## config.mk

```make
export PLATFORM = sky130hd
export DESIGN_NAME = class_load_backpressure_controller
export DESIGN_NICKNAME = d
export VERILOG_FILES = /design/src/hw/rtl/clbc_pkg.sv /design/src/hw/rtl/class_load_backpressure_controller.sv /design/src/hw/rtl/clbc_ctrl.sv /design/src/hw/rtl/clbc_datapath.sv
export SDC_FILE = /design/constraint.sdc
export NUM_CORES = 2
export LEC_CHECK = 0
export ABC_CLOCK_PERIOD_IN_PS = 18860
export BUFFER_PORTS_ARGS = -buffer_cell sky130_fd_sc_hd__buf_2
export CELL_PAD_IN_SITES_DETAIL_PLACEMENT = 0
export CELL_PAD_IN_SITES_GLOBAL_PLACEMENT = 1
export CORE_MARGIN = 8
export CORE_UTILIZATION = 56
export DETAILED_ROUTE_END_ITERATION = 7
export HOLD_SLACK_MARGIN = 0.12
export PLACE_DENSITY = 0.91
export SLEW_MARGIN = 20
export SYNTH_ARGS = -nofsm -noshare
export SYNTH_HDL_FRONTEND = slang
export SYNTH_SLANG_ARGS = --single-unit
```

## constraint.sdc

```tcl
create_clock -name clk -period 18.86 [get_ports clk]
set_input_delay 5.658 -clock clk [delete_from_list [all_inputs] [get_ports clk]]
set_output_delay 5.658 -clock clk [all_outputs]
set_load 0.01 [all_outputs]
```

## src/hw/rtl/clbc_pkg.sv

```systemverilog
`timescale 1ns / 1ps
// Shared types and constants for the class load backpressure controller.
// Depends on nothing; imported by every module of the block.
package clbc_pkg;

  localparam int CLASS_ID_W = 4;
  localparam int AMOUNT_W   = 16;
  localparam int ACTION_W   = 2;
  localparam int PCT_W      = 7;
  localparam int LEVEL_W    = 4;
  localparam int TICK_W     = 20;
  localparam int CFG_IDX_W  = 3;
  localparam int CFG_DATA_W = 20;

  localparam logic [ACTION_W-1:0] ACT_IN   = 2'd0;
  localparam logic [ACTION_W-1:0] ACT_OUT  = 2'd1;
  localparam logic [ACTION_W-1:0] ACT_TICK = 2'd2;

  localparam logic [CFG_IDX_W-1:0] REG_HIGH_LOAD    = 3'd0;
  localparam logic [CFG_IDX_W-1:0] REG_LOW_LOAD     = 3'd1;
  localparam logic [CFG_IDX_W-1:0] REG_STEP         = 3'd2;
  localparam logic [CFG_IDX_W-1:0] REG_MIN_CAPACITY = 3'd3;
  localparam logic [CFG_IDX_W-1:0] REG_MAX_LEVEL    = 3'd4;
  localparam logic [CFG_IDX_W-1:0] REG_INTERVAL     = 3'd5;

  localparam logic [PCT_W-1:0]   PCT_FULL          = 7'd100;
  localparam logic [PCT_W-1:0]   RST_HIGH_LOAD     = 7'd80;
  localparam logic [PCT_W-1:0]   RST_LOW_LOAD      = 7'd30;
  localparam logic [PCT_W-1:0]   RST_STEP          = 7'd10;
  localparam logic [PCT_W-1:0]   RST_MIN_CAPACITY  = 7'd50;
  localparam logic [LEVEL_W-1:0] RST_MAX_LEVEL     = 4'd7;
  localparam logic [TICK_W-1:0]  RST_INTERVAL      = 20'd1000;

  typedef struct packed {
    logic                  cnt_in;
    logic                  cnt_out;
    logic                  tick;
    logic                  prod;
    logic                  upd;
    logic [CLASS_ID_W-1:0] idx;
  } cmd_t;

  typedef struct packed {
    logic tick_fire;
    logic cls_in_range;
  } stat_t;

endpackage

```

## src/hw/rtl/class_load_backpressure_controller.sv

```systemverilog
`timescale 1ns / 1ps
// Count beats are taken every cycle while the input is not stalled and update the class
// counters directly. A tick beat that closes the interval stalls the input and walks
// the classes, each through a product stage and then an update stage; each result is
// registered in the update stage, which waits while the result side stalls, and the
// input stays stalled until the last class has been updated.
// Synchronous active-low reset restores register defaults and clears all class state.
module class_load_backpressure_controller #(
  parameter int NUM_CLASSES = 4,
  parameter int COUNT_WIDTH = 32
) (
  input  logic                              clk,
  input  logic                              rst_n,
  input  logic                              in_valid,
  output logic                              in_stall,
  input  logic [clbc_pkg::ACTION_W-1:0]     in_action,
  input  logic [clbc_pkg::CLASS_ID_W-1:0]   in_class_id,
  input  logic [clbc_pkg::AMOUNT_W-1:0]     in_amount,
  output logic                              out_valid,
  input  logic                              out_stall,
  output logic [clbc_pkg::CLASS_ID_W-1:0]   out_class_index,
  output logic [clbc_pkg::PCT_W-1:0]        out_capacity,
  output logic [clbc_pkg::LEVEL_W-1:0]      out_level,
  output logic                              out_overloaded,
  output logic                              out_last,
  input  logic                              cfg_valid,
  output logic                              cfg_ready,
  input  logic [clbc_pkg::CFG_IDX_W-1:0]    cfg_index,
  input  logic [clbc_pkg::CFG_DATA_W-1:0]   cfg_data
);
  import clbc_pkg::*;

  cmd_t  cmd;
  stat_t stat;

  assign cfg_ready = 1'b1;

  clbc_ctrl #(
    .NUM_CLASSES(NUM_CLASSES)
  ) u_ctrl (
    .clk       (clk),
    .rst_n     (rst_n),
    .in_valid  (in_valid),
    .in_action (in_action),
    .in_stall  (in_stall),
    .out_valid (out_valid),
    .out_stall (out_stall),
    .stat      (stat),
    .cmd       (cmd)
  );

  clbc_datapath #(
    .NUM_CLASSES(NUM_CLASSES),
    .COUNT_WIDTH(COUNT_WIDTH)
  ) u_datapath (
    .clk             (clk),
    .rst_n           (rst_n),
    .cmd             (cmd),
    .stat            (stat),
    .cfg_we          (cfg_valid && cfg_ready),
    .cfg_index       (cfg_index),
    .cfg_data        (cfg_data),
    .in_class_id     (in_class_id),
    .in_amount       (in_amount),
    .out_class_index (out_class_index),
    .out_capacity    (out_capacity),
    .out_level       (out_level),
    .out_overloaded  (out_overloaded),
    .out_last        (out_last)
  );

endmodule

```

## src/hw/rtl/clbc_ctrl.sv

```systemverilog
`timescale 1ns / 1ps
// Controller of the class load backpressure controller: handshakes and class walk.
// Depends on clbc_pkg; drives commands into clbc_datapath.
module clbc_ctrl #(
  parameter int NUM_CLASSES = 4
) (
  input  logic                            clk,
  input  logic                            rst_n,
  input  logic                            in_valid,
  input  logic [clbc_pkg::ACTION_W-1:0]   in_action,
  output logic                            in_stall,
  output logic                            out_valid,
  input  logic                            out_stall,
  input  clbc_pkg::stat_t                 stat,
  output clbc_pkg::cmd_t                  cmd
);
  import clbc_pkg::*;

  localparam int CLS_W = (NUM_CLASSES > 1) ? $clog2(NUM_CLASSES) : 1;

  typedef enum logic [2:0] {
    S_IDLE = 3'b001,
    S_PROD = 3'b010,
    S_UPD  = 3'b100
  } state_t;

  state_t           state_r, state_nxt;
  logic [CLS_W-1:0] idx_r, idx_nxt;
  logic             out_valid_r, out_valid_nxt;
  logic             in_beat;
  logic             out_free;
  logic             idx_last;

  assign in_stall = (state_r != S_IDLE);
  assign in_beat  = in_valid && !in_stall;
  assign out_free = !out_valid_r || !out_stall;
  assign idx_last = (idx_r == CLS_W'(NUM_CLASSES - 1));
  assign out_valid = out_valid_r;

  always_comb begin
    cmd         = '0;
    cmd.idx     = CLASS_ID_W'(idx_r);
    cmd.cnt_in  = in_beat && (in_action == ACT_IN);
    cmd.cnt_out = in_beat && (in_action == ACT_OUT);
    cmd.tick    = in_beat && (in_action == ACT_TICK);
    cmd.prod    = (state_r == S_PROD);
    cmd.upd     = (state_r == S_UPD) && out_free;
  end

  always_comb begin
    state_nxt     = state_r;
    idx_nxt       = idx_r;
    out_valid_nxt = out_valid_r && out_stall;
    unique case (state_r)
      S_IDLE: begin
        if (cmd.tick && stat.tick_fire) begin
          state_nxt = S_PROD;
          idx_nxt   = '0;
        end
      end
      S_PROD: begin
        state_nxt = S_UPD;
      end
      S_UPD: begin
        if (out_free) begin
          out_valid_nxt = 1'b1;
          if (idx_last) begin
            state_nxt = S_IDLE;
          end else begin
            state_nxt = S_PROD;
            idx_nxt   = idx_r + 1'b1;
          end
        end
      end
      default: begin
        state_nxt = S_IDLE;
      end
    endcase
  end

  always_ff @(posedge clk) begin
    if (!rst_n) begin
      state_r     <= S_IDLE;
      idx_r       <= '0;
      out_valid_r <= 1'b0;
    end else begin
      state_r     <= state_nxt;
      idx_r       <= idx_nxt;
      out_valid_r <= out_valid_nxt;
    end
  end

endmodule

```

## src/hw/rtl/clbc_datapath.sv

```systemverilog
`timescale 1ns / 1ps
// Datapath of the class load backpressure controller: counters, thresholds, levels.
// Depends on clbc_pkg; commanded by clbc_ctrl.
module clbc_datapath #(
  parameter int NUM_CLASSES = 4,
  parameter int COUNT_WIDTH = 32
) (
  input  logic                              clk,
  input  logic                              rst_n,
  input  clbc_pkg::cmd_t                    cmd,
  output clbc_pkg::stat_t                   stat,
  input  logic                              cfg_we,
  input  logic [clbc_pkg::CFG_IDX_W-1:0]    cfg_index,
  input  logic [clbc_pkg::CFG_DATA_W-1:0]   cfg_data,
  input  logic [clbc_pkg::CLASS_ID_W-1:0]   in_class_id,
  input  logic [clbc_pkg::AMOUNT_W-1:0]     in_amount,
  output logic [clbc_pkg::CLASS_ID_W-1:0]   out_class_index,
  output logic [clbc_pkg::PCT_W-1:0]        out_capacity,
  output logic [clbc_pkg::LEVEL_W-1:0]      out_level,
  output logic                              out_overloaded,
  output logic                              out_last
);
  import clbc_pkg::*;

  localparam int CLS_W  = (NUM_CLASSES > 1) ? $clog2(NUM_CLASSES) : 1;
  localparam int SUM_W  = ((COUNT_WIDTH > AMOUNT_W) ? COUNT_WIDTH : AMOUNT_W) + 1;
  localparam int PROD_W = COUNT_WIDTH + PCT_W;
  localparam int DROP_W = LEVEL_W + PCT_W;

  function automatic logic [PCT_W-1:0] cap_for(input logic [LEVEL_W-1:0] lvl,
                                               input logic [PCT_W-1:0]   step,
                                               input logic [PCT_W-1:0]   min_cap);
    logic [DROP_W-1:0] drop;
    logic [PCT_W-1:0]  cap;
    drop = DROP_W'(lvl) * DROP_W'(step);
    cap  = (drop >= DROP_W'(PCT_FULL)) ? '0 : PCT_W'(DROP_W'(PCT_FULL) - drop);
    if (cap < min_cap) begin
      cap = min_cap;
    end
    return cap;
  endfunction

  logic [PCT_W-1:0]       high_pct_r, low_pct_r, step_pct_r, min_cap_r;
  logic [LEVEL_W-1:0]     max_level_r;
  logic [TICK_W-1:0]      interval_r;
  logic [TICK_W-1:0]      elapsed_r;

  logic [COUNT_WIDTH-1:0] in_cnt_r  [NUM_CLASSES];
  logic [COUNT_WIDTH-1:0] out_cnt_r [NUM_CLASSES];
  logic [LEVEL_W-1:0]     level_r   [NUM_CLASSES];
  logic                   flag_r    [NUM_CLASSES];
  logic [PCT_W-1:0]       cap_r     [NUM_CLASSES];

  logic [PROD_W-1:0]      p_out_r, p_hi_r, p_lo_r;
  logic                   in_zero_r;
  logic [LEVEL_W-1:0]     lvl_r;
  logic [PCT_W-1:0]       cap_up_r, cap_dn_r;
  logic                   raise_ok_r, lower_ok_r;

  logic [TICK_W-1:0]      tick_inc;
  logic                   is_count;
  logic [CLS_W-1:0]       sel;
  logic [COUNT_WIDTH-1:0] ev_in, ev_out, cnt_cur, cnt_sat;
  logic [SUM_W-1:0]       cnt_sum;
  logic [LEVEL_W-1:0]     lvl_up, lvl_dn, lvl_new;
  logic                   load_high, load_low, flag_new;
  logic [PCT_W-1:0]       cap_new;

  assign tick_inc          = (elapsed_r == '1) ? elapsed_r : elapsed_r + 1'b1;
  assign stat.tick_fire    = (tick_inc >= interval_r);
  assign stat.cls_in_range = ({1'b0, in_class_id} < (CLASS_ID_W + 1)'(NUM_CLASSES));

  assign is_count = cmd.cnt_in || cmd.cnt_out;
  assign sel      = is_count ? in_class_id[CLS_W-1:0] : cmd.idx[CLS_W-1:0];
  assign ev_in    = in_cnt_r[sel];
  assign ev_out   = out_cnt_r[sel];
  assign cnt_cur  = cmd.cnt_in ? ev_in : ev_out;
  assign cnt_sum  = SUM_W'(cnt_cur) + SUM_W'(in_amount);
  assign cnt_sat  = (|cnt_sum[SUM_W-1:COUNT_WIDTH]) ? '1 : cnt_sum[COUNT_WIDTH-1:0];

  assign lvl_up = level_r[sel] + 1'b1;
  assign lvl_dn = level_r[sel] - 1'b1;

  always_comb begin
    load_high = !in_zero_r && (p_out_r > p_hi_r);
    load_low  = in_zero_r ? (low_pct_r != '0) : (p_out_r < p_lo_r);
    flag_new  = flag_r[sel];
    lvl_new   = lvl_r;
    cap_new   = cap_r[sel];
    if (load_high) begin
      flag_new = 1'b1;
      if (raise_ok_r) begin
        lvl_new = lvl_r + 1'b1;
        cap_new = cap_up_r;
      end
    end else if (load_low) begin
      flag_new = 1'b0;
      if (lower_ok_r) begin
        lvl_new = lvl_r - 1'b1;
        cap_new = cap_dn_r;
      end
    end
  end

  always_ff @(posedge clk) begin
    if (!rst_n) begin
      high_pct_r  <= RST_HIGH_LOAD;
      low_pct_r   <= RST_LOW_LOAD;
      step_pct_r  <= RST_STEP;
      min_cap_r   <= RST_MIN_CAPACITY;
      max_level_r <= RST_MAX_LEVEL;
      interval_r  <= RST_INTERVAL;
    end else if (cfg_we) begin
      unique case (cfg_index)
        REG_HIGH_LOAD:    high_pct_r  <= cfg_data[PCT_W-1:0];
        REG_LOW_LOAD:     low_pct_r   <= cfg_data[PCT_W-1:0];
        REG_STEP:         step_pct_r  <= cfg_data[PCT_W-1:0];
        REG_MIN_CAPACITY: min_cap_r   <= cfg_data[PCT_W-1:0];
        REG_MAX_LEVEL:    max_level_r <= cfg_data[LEVEL_W-1:0];
        REG_INTERVAL:     interval_r  <= cfg_data[TICK_W-1:0];
        default: ;
      endcase
    end
  end

  always_ff @(posedge clk) begin
    if (!rst_n) begin
      elapsed_r <= '0;
    end else if (cmd.tick) begin
      elapsed_r <= stat.tick_fire ? '0 : tick_inc;
    end
  end

  always_ff @(posedge clk) begin
    if (!rst_n) begin
      for (int i = 0; i < NUM_CLASSES; i++) begin
        in_cnt_r[i]  <= '0;
        out_cnt_r[i] <= '0;
        level_r[i]   <= '0;
        flag_r[i]    <= 1'b0;
        cap_r[i]     <= PCT_FULL;
      end
    end else begin
      if (cmd.cnt_in && stat.cls_in_range) begin
        in_cnt_r[sel] <= cnt_sat;
      end
      if (cmd.cnt_out && stat.cls_in_range) begin
        out_cnt_r[sel] <= cnt_sat;
      end
      if (cmd.upd) begin
        in_cnt_r[sel]  <= '0;
        out_cnt_r[sel] <= '0;
        level_r[sel]   <= lvl_new;
        flag_r[sel]    <= flag_new;
        cap_r[sel]     <= cap_new;
      end
    end
  end

  always_ff @(posedge clk) begin
    if (cmd.prod) begin
      p_out_r    <= PROD_W'(ev_out) * PROD_W'(PCT_FULL);
      p_hi_r     <= PROD_W'(ev_in) * PROD_W'(high_pct_r);
      p_lo_r     <= PROD_W'(ev_in) * PROD_W'(low_pct_r);
      in_zero_r  <= (ev_in == '0);
      lvl_r      <= level_r[sel];
      cap_up_r   <= cap_for(lvl_up, step_pct_r, min_cap_r);
      cap_dn_r   <= cap_for(lvl_dn, step_pct_r, min_cap_r);
      raise_ok_r <= (level_r[sel] < max_level_r);
      lower_ok_r <= (level_r[sel] != '0);
    end
  end

  always_ff @(posedge clk) begin
    if (cmd.upd) begin
      out_class_index <= CLASS_ID_W'(sel);
      out_capacity    <= cap_new;
      out_level       <= lvl_new;
      out_overloaded  <= flag_new;
      out_last        <= (sel == CLS_W'(NUM_CLASSES - 1));
    end
  end

endmodule

```

==> flow_results.org <==
** Outcome
- The flow ran to the end, and the final reports show no timing, DRC or antenna violations.

** Cells and area
- The number of antenna diodes in the final layout is 0.
- Most common cell after layout, fill and taps aside :: nand2_1
- Of the cells placed in the final design, the portion with a size suffix greater than 1 is 0.08694.
- In the layout the commonest cells are nand2_1, inv_1, edfxtp_1.
- Area growth, synth to finish :: 7.319%
- Number of nets in the final layout :: 5349
- Post-Layout Cell Count :: 5694

** Place
- The congestion estimate from routability-driven global placement came to 0.8784.
- Port buffering added 66 buffers.
- After legalization and detailed placement, the total HPWL measured 84.96 mm.
- Number of cells after detailed placement :: 5585

** Clock tree
- The H-tree was split into 2 levels.
- TritonCTS built the clock tree.
- Number of hold buffers added after CTS :: 0
- Worst-skew pair later-pin latency :: 670 ps
- The tree is rooted in a clkbuf_16.
- Buffers from clock root to sink, at most :: 3
- Sink Count :: 533
- Clock-pin slew was measured on the worst setup and hold paths at 60 ps.
- Postcts setup bufs :: 0
- Inserted Clock Buffers :: 60
- Post-cts resize count :: 0

** Hold path
- Number of cells on the worst hold path :: 2
- The tightest min-delay check is of the flip-flop to flip-flop type.
- The worst hold path begins at u_datapath.interval_r[14].
- Capture endpoint of the worst hold path :: u_datapath.interval_r[14]

** Worst setup path
- The largest single stage delay on the critical path is 650 ps.
- Counting both buffers and inverters, the worst setup path holds a total of 5.
- CP top delay family :: adder cells
- The critical path in this run is classified as input port to flip-flop.
- Critical path arrival :: 14420 ps
- Library cell contributing the largest single delay on the critical path :: a221oi_1
- The worst setup path is launched from an input port.
- Endpoint kind of the worst setup timing path :: flip-flop
- Crit Reg-Reg Startpoint :: u_ctrl.state_r[0]
- The setup check on the worst reg-to-reg path leaves a slack of 9390 ps.
- Maximum fanout along the worst path :: 38
- Worst Reg2Reg Path Length in Cells :: 27
- The worst register-to-register path ends at u_datapath.cap_up_r[5].
- For the worst setup path, the data required time is 19240 ps.

** Detailed routing
- Count of vias placed by the detailed router :: 34214
- The detailed router finished its first iteration with 2928 violations.
- Per-cell routed wire length :: 20.84 um
- Using the TritonRoute via totals, the vias-per-cell ratio works out to 6.009.
- For this run, design rule violations remaining after detail routing come to 0.
- For this run, the detailed router's first-pass iteration total came to 6.
- Overall routed net length :: 118.7 mm
- In this run the remaining antenna-violating nets after routing total 0.

** Floorplan
- The initial utilization of the core area, before any placement, comes to 0.5626.
- Core region area :: 81580 um2
- 70 I/O pins were placed.
- In this run the core area contains 105 standard-cell rows.
- Die span in x :: 302.3 um
- Measured along the y axis, the die boundary spans 302.3 um.
- Die area :: 91390 um2

** STA
- Headroom to the max-slew limit came out at 0.2664.
- Setup total negative slack on the finished layout was measured at 0 ps.
- The count of endpoints failing hold in the final timing report came to 0.
- Dividing the final minimum period by the clock period gives 0.7444.
- Setup violations remaining at the end of the flow were counted as 0.
- RSZ-0062 raised after global routing :: false
- Achievable Freq :: 71.23 MHz
- The clock arrives with 44.71 ps of skew.
- Final count of pins violating max slew :: 0
- Final Critical Period :: 14040 ps
- Worst Tran Pin Value :: 1070 ps

** Logic synthesis
- Synth Flop Type :: edfxtp_1
- Counting flops with a built-in enable in the synthesized netlist gives 452.
- Count of synthesis-stage warnings from yosys :: 0
- Synthesized area divided by synthesized cell count :: 9.940 um2
- In this run, distinct cell masters in the synthesized netlist total 100.
- Fraction of registers with async set/reset :: 0
- Syn Inst Count :: 4618
- The synthesized netlist occupies a cell area of 45900 um2.
- Synthesized flop and latch total :: 533
- Seq/Total Area, Yosys :: 0.3310

** GRT
- Vias in the first global route :: 34460
- The initial antenna violation count came to 4.
- For this run, the total global-route usage over all layers was measured as 0.2591.
- Final global-route overflow total :: 0
- Global-route wire length before repair :: 188.1 mm
- Entering global routing, the biggest net connects 77 pins.

** Pwr
- IR analysis of the VDD net gives a maximum drop of 0.08095 mV.
- For this design the static power due to leakage is 22.02 nW.
- Dividing total power by cell area gives a power density of 91.64 nW/um2.

** Job
- Number of maximum-capacitance constraint violations :: 0
worst max path at each step:
stage	from	endpoint	slack [ps]	cells past startpoint
2_1_floorplan	in_valid	u_datapath.cap_dn_r[0]	5200	33
3_3_place_gp	in_valid	u_datapath.cap_dn_r[4]	4520	29
3_5_place_dp	in_valid	u_datapath.cap_up_r[3]	4290	28
4_1_cts	in_valid	u_datapath.cap_up_r[6]	4950	28
5_1_grt	in_valid	u_datapath.cap_up_r[4]	4110	28
6_report	in_valid	u_datapath.cap_up_r[5]	4820	28
synthesized netlist by cell type (all sizes together), types with 24 or more instances:
library cell	n	area [um2]
and2	119	744.5
o21ai	122	614.3
a21o	91	683.2
edfxtp	452	13570
a211oi	29	227.7
nor3	70	366.6
o31ai	25	206.5
a21boi	37	285.3
fa	346	6927
nand4	49	306.5
and3	42	262.8
o21a	49	375.4
nor4	24	165.2
nor2b	62	387.9
dfxtp	81	1622
nor2	363	1381
buf	51	289.0
clkbuf	158	595.6
ha	376	4705
xnor2	89	779.5
xor2	41	359.1
mux4	85	1914
o211ai	31	237.7
nand2	639	2399
inv	567	2131
nand2b	26	162.7
mux2i	52	520.5
nand3	102	510.5
a21oi	187	988.5
power by group:
group | switching, W | internal, W
Sequential | 0.0000139 | 0.00138
Combinational | 0.00112 | 0.000750
Clock | 0.000516 | 0.000738
Total | 0.00165 | 0.00287
cell type report:
type,instances,area (um2)
Multi-Input combinational cell,3309,27860
Inverter,568,2136
Tap cell,1070,1339
Timing Repair Buffer,105,625.6
Clock inverter,37,486.7
Clock buffer,72,1619
Sequential cell,533,15190
Fill cell,6776,32320
worst reg2reg max path: cells and delay by family (launching register included):
family / cells / cell delay (ps)
fa+ha+maj: 5 / 2110
compound gates: 6 / 1990
simple gates: 7 / 1760
buf+inv: 4 / 1100
mux: 3 / 970
xor+xnor: 2 / 770
flops: 1 / 490
state kept, by name, summed over array words and instances, names as in the netlist, 7 cells and up:
name,flops
u_datapath.cap_r,28
u_datapath.step_pct_r,7
u_datapath.out_cnt_r,128
u_datapath.p_hi_r,39
u_datapath.cap_up_r,7
u_datapath.low_pct_r,7
u_datapath.p_out_r,37
u_datapath.level_r,16
u_datapath.high_pct_r,7
u_datapath.min_cap_r,7
u_datapath.elapsed_r,20
u_datapath.p_lo_r,39
u_datapath.cap_dn_r,7
u_datapath.interval_r,20
u_datapath.out_capacity,7
u_datapath.in_cnt_r,128
routing by layer:
layer,GRT usage,vias to the layer above,routed length [um]
li1,-,15753,-
met1,0.3634,16833,50760
met2,0.4186,1408,55020
met3,0.03441,218,9572
met4,0.08043,2,3318
met5,0,-,13
metrics by stage:
stage	total power (W)	util	hold slack (ps)	worst slack (ps)	cell area [um2]
6_report	0.004514	0.6038	461.7	4821	49260
5_1_grt	0.004803	0.6038	489.4	4110	49260
4_1_cts	0.004512	0.6037	465.0	4950	49250
3_5_place_dp	0.003261	0.5779	456.4	4295	47150
3_3_place_gp	0.003225	0.5779	452.8	4519	47150
2_1_floorplan	0.002840	-	441.4	5204	45910
kinds of logic after synthesis:
| group | share of synthesized area |
|---|---|
| multiplexers | 0.05820 |
| AND/OR/NAND/NOR | 0.1600 |
| buffers and inverters | 0.06577 |
| other | 0.0001636 |
| AO/OA/AOI/OAI | 0.1064 |
| flip-flops | 0.3310 |
| XOR/XNOR | 0.02481 |
| adder cells (fa/ha/maj) | 0.2536 |
(Power assumes the default switching activity.)
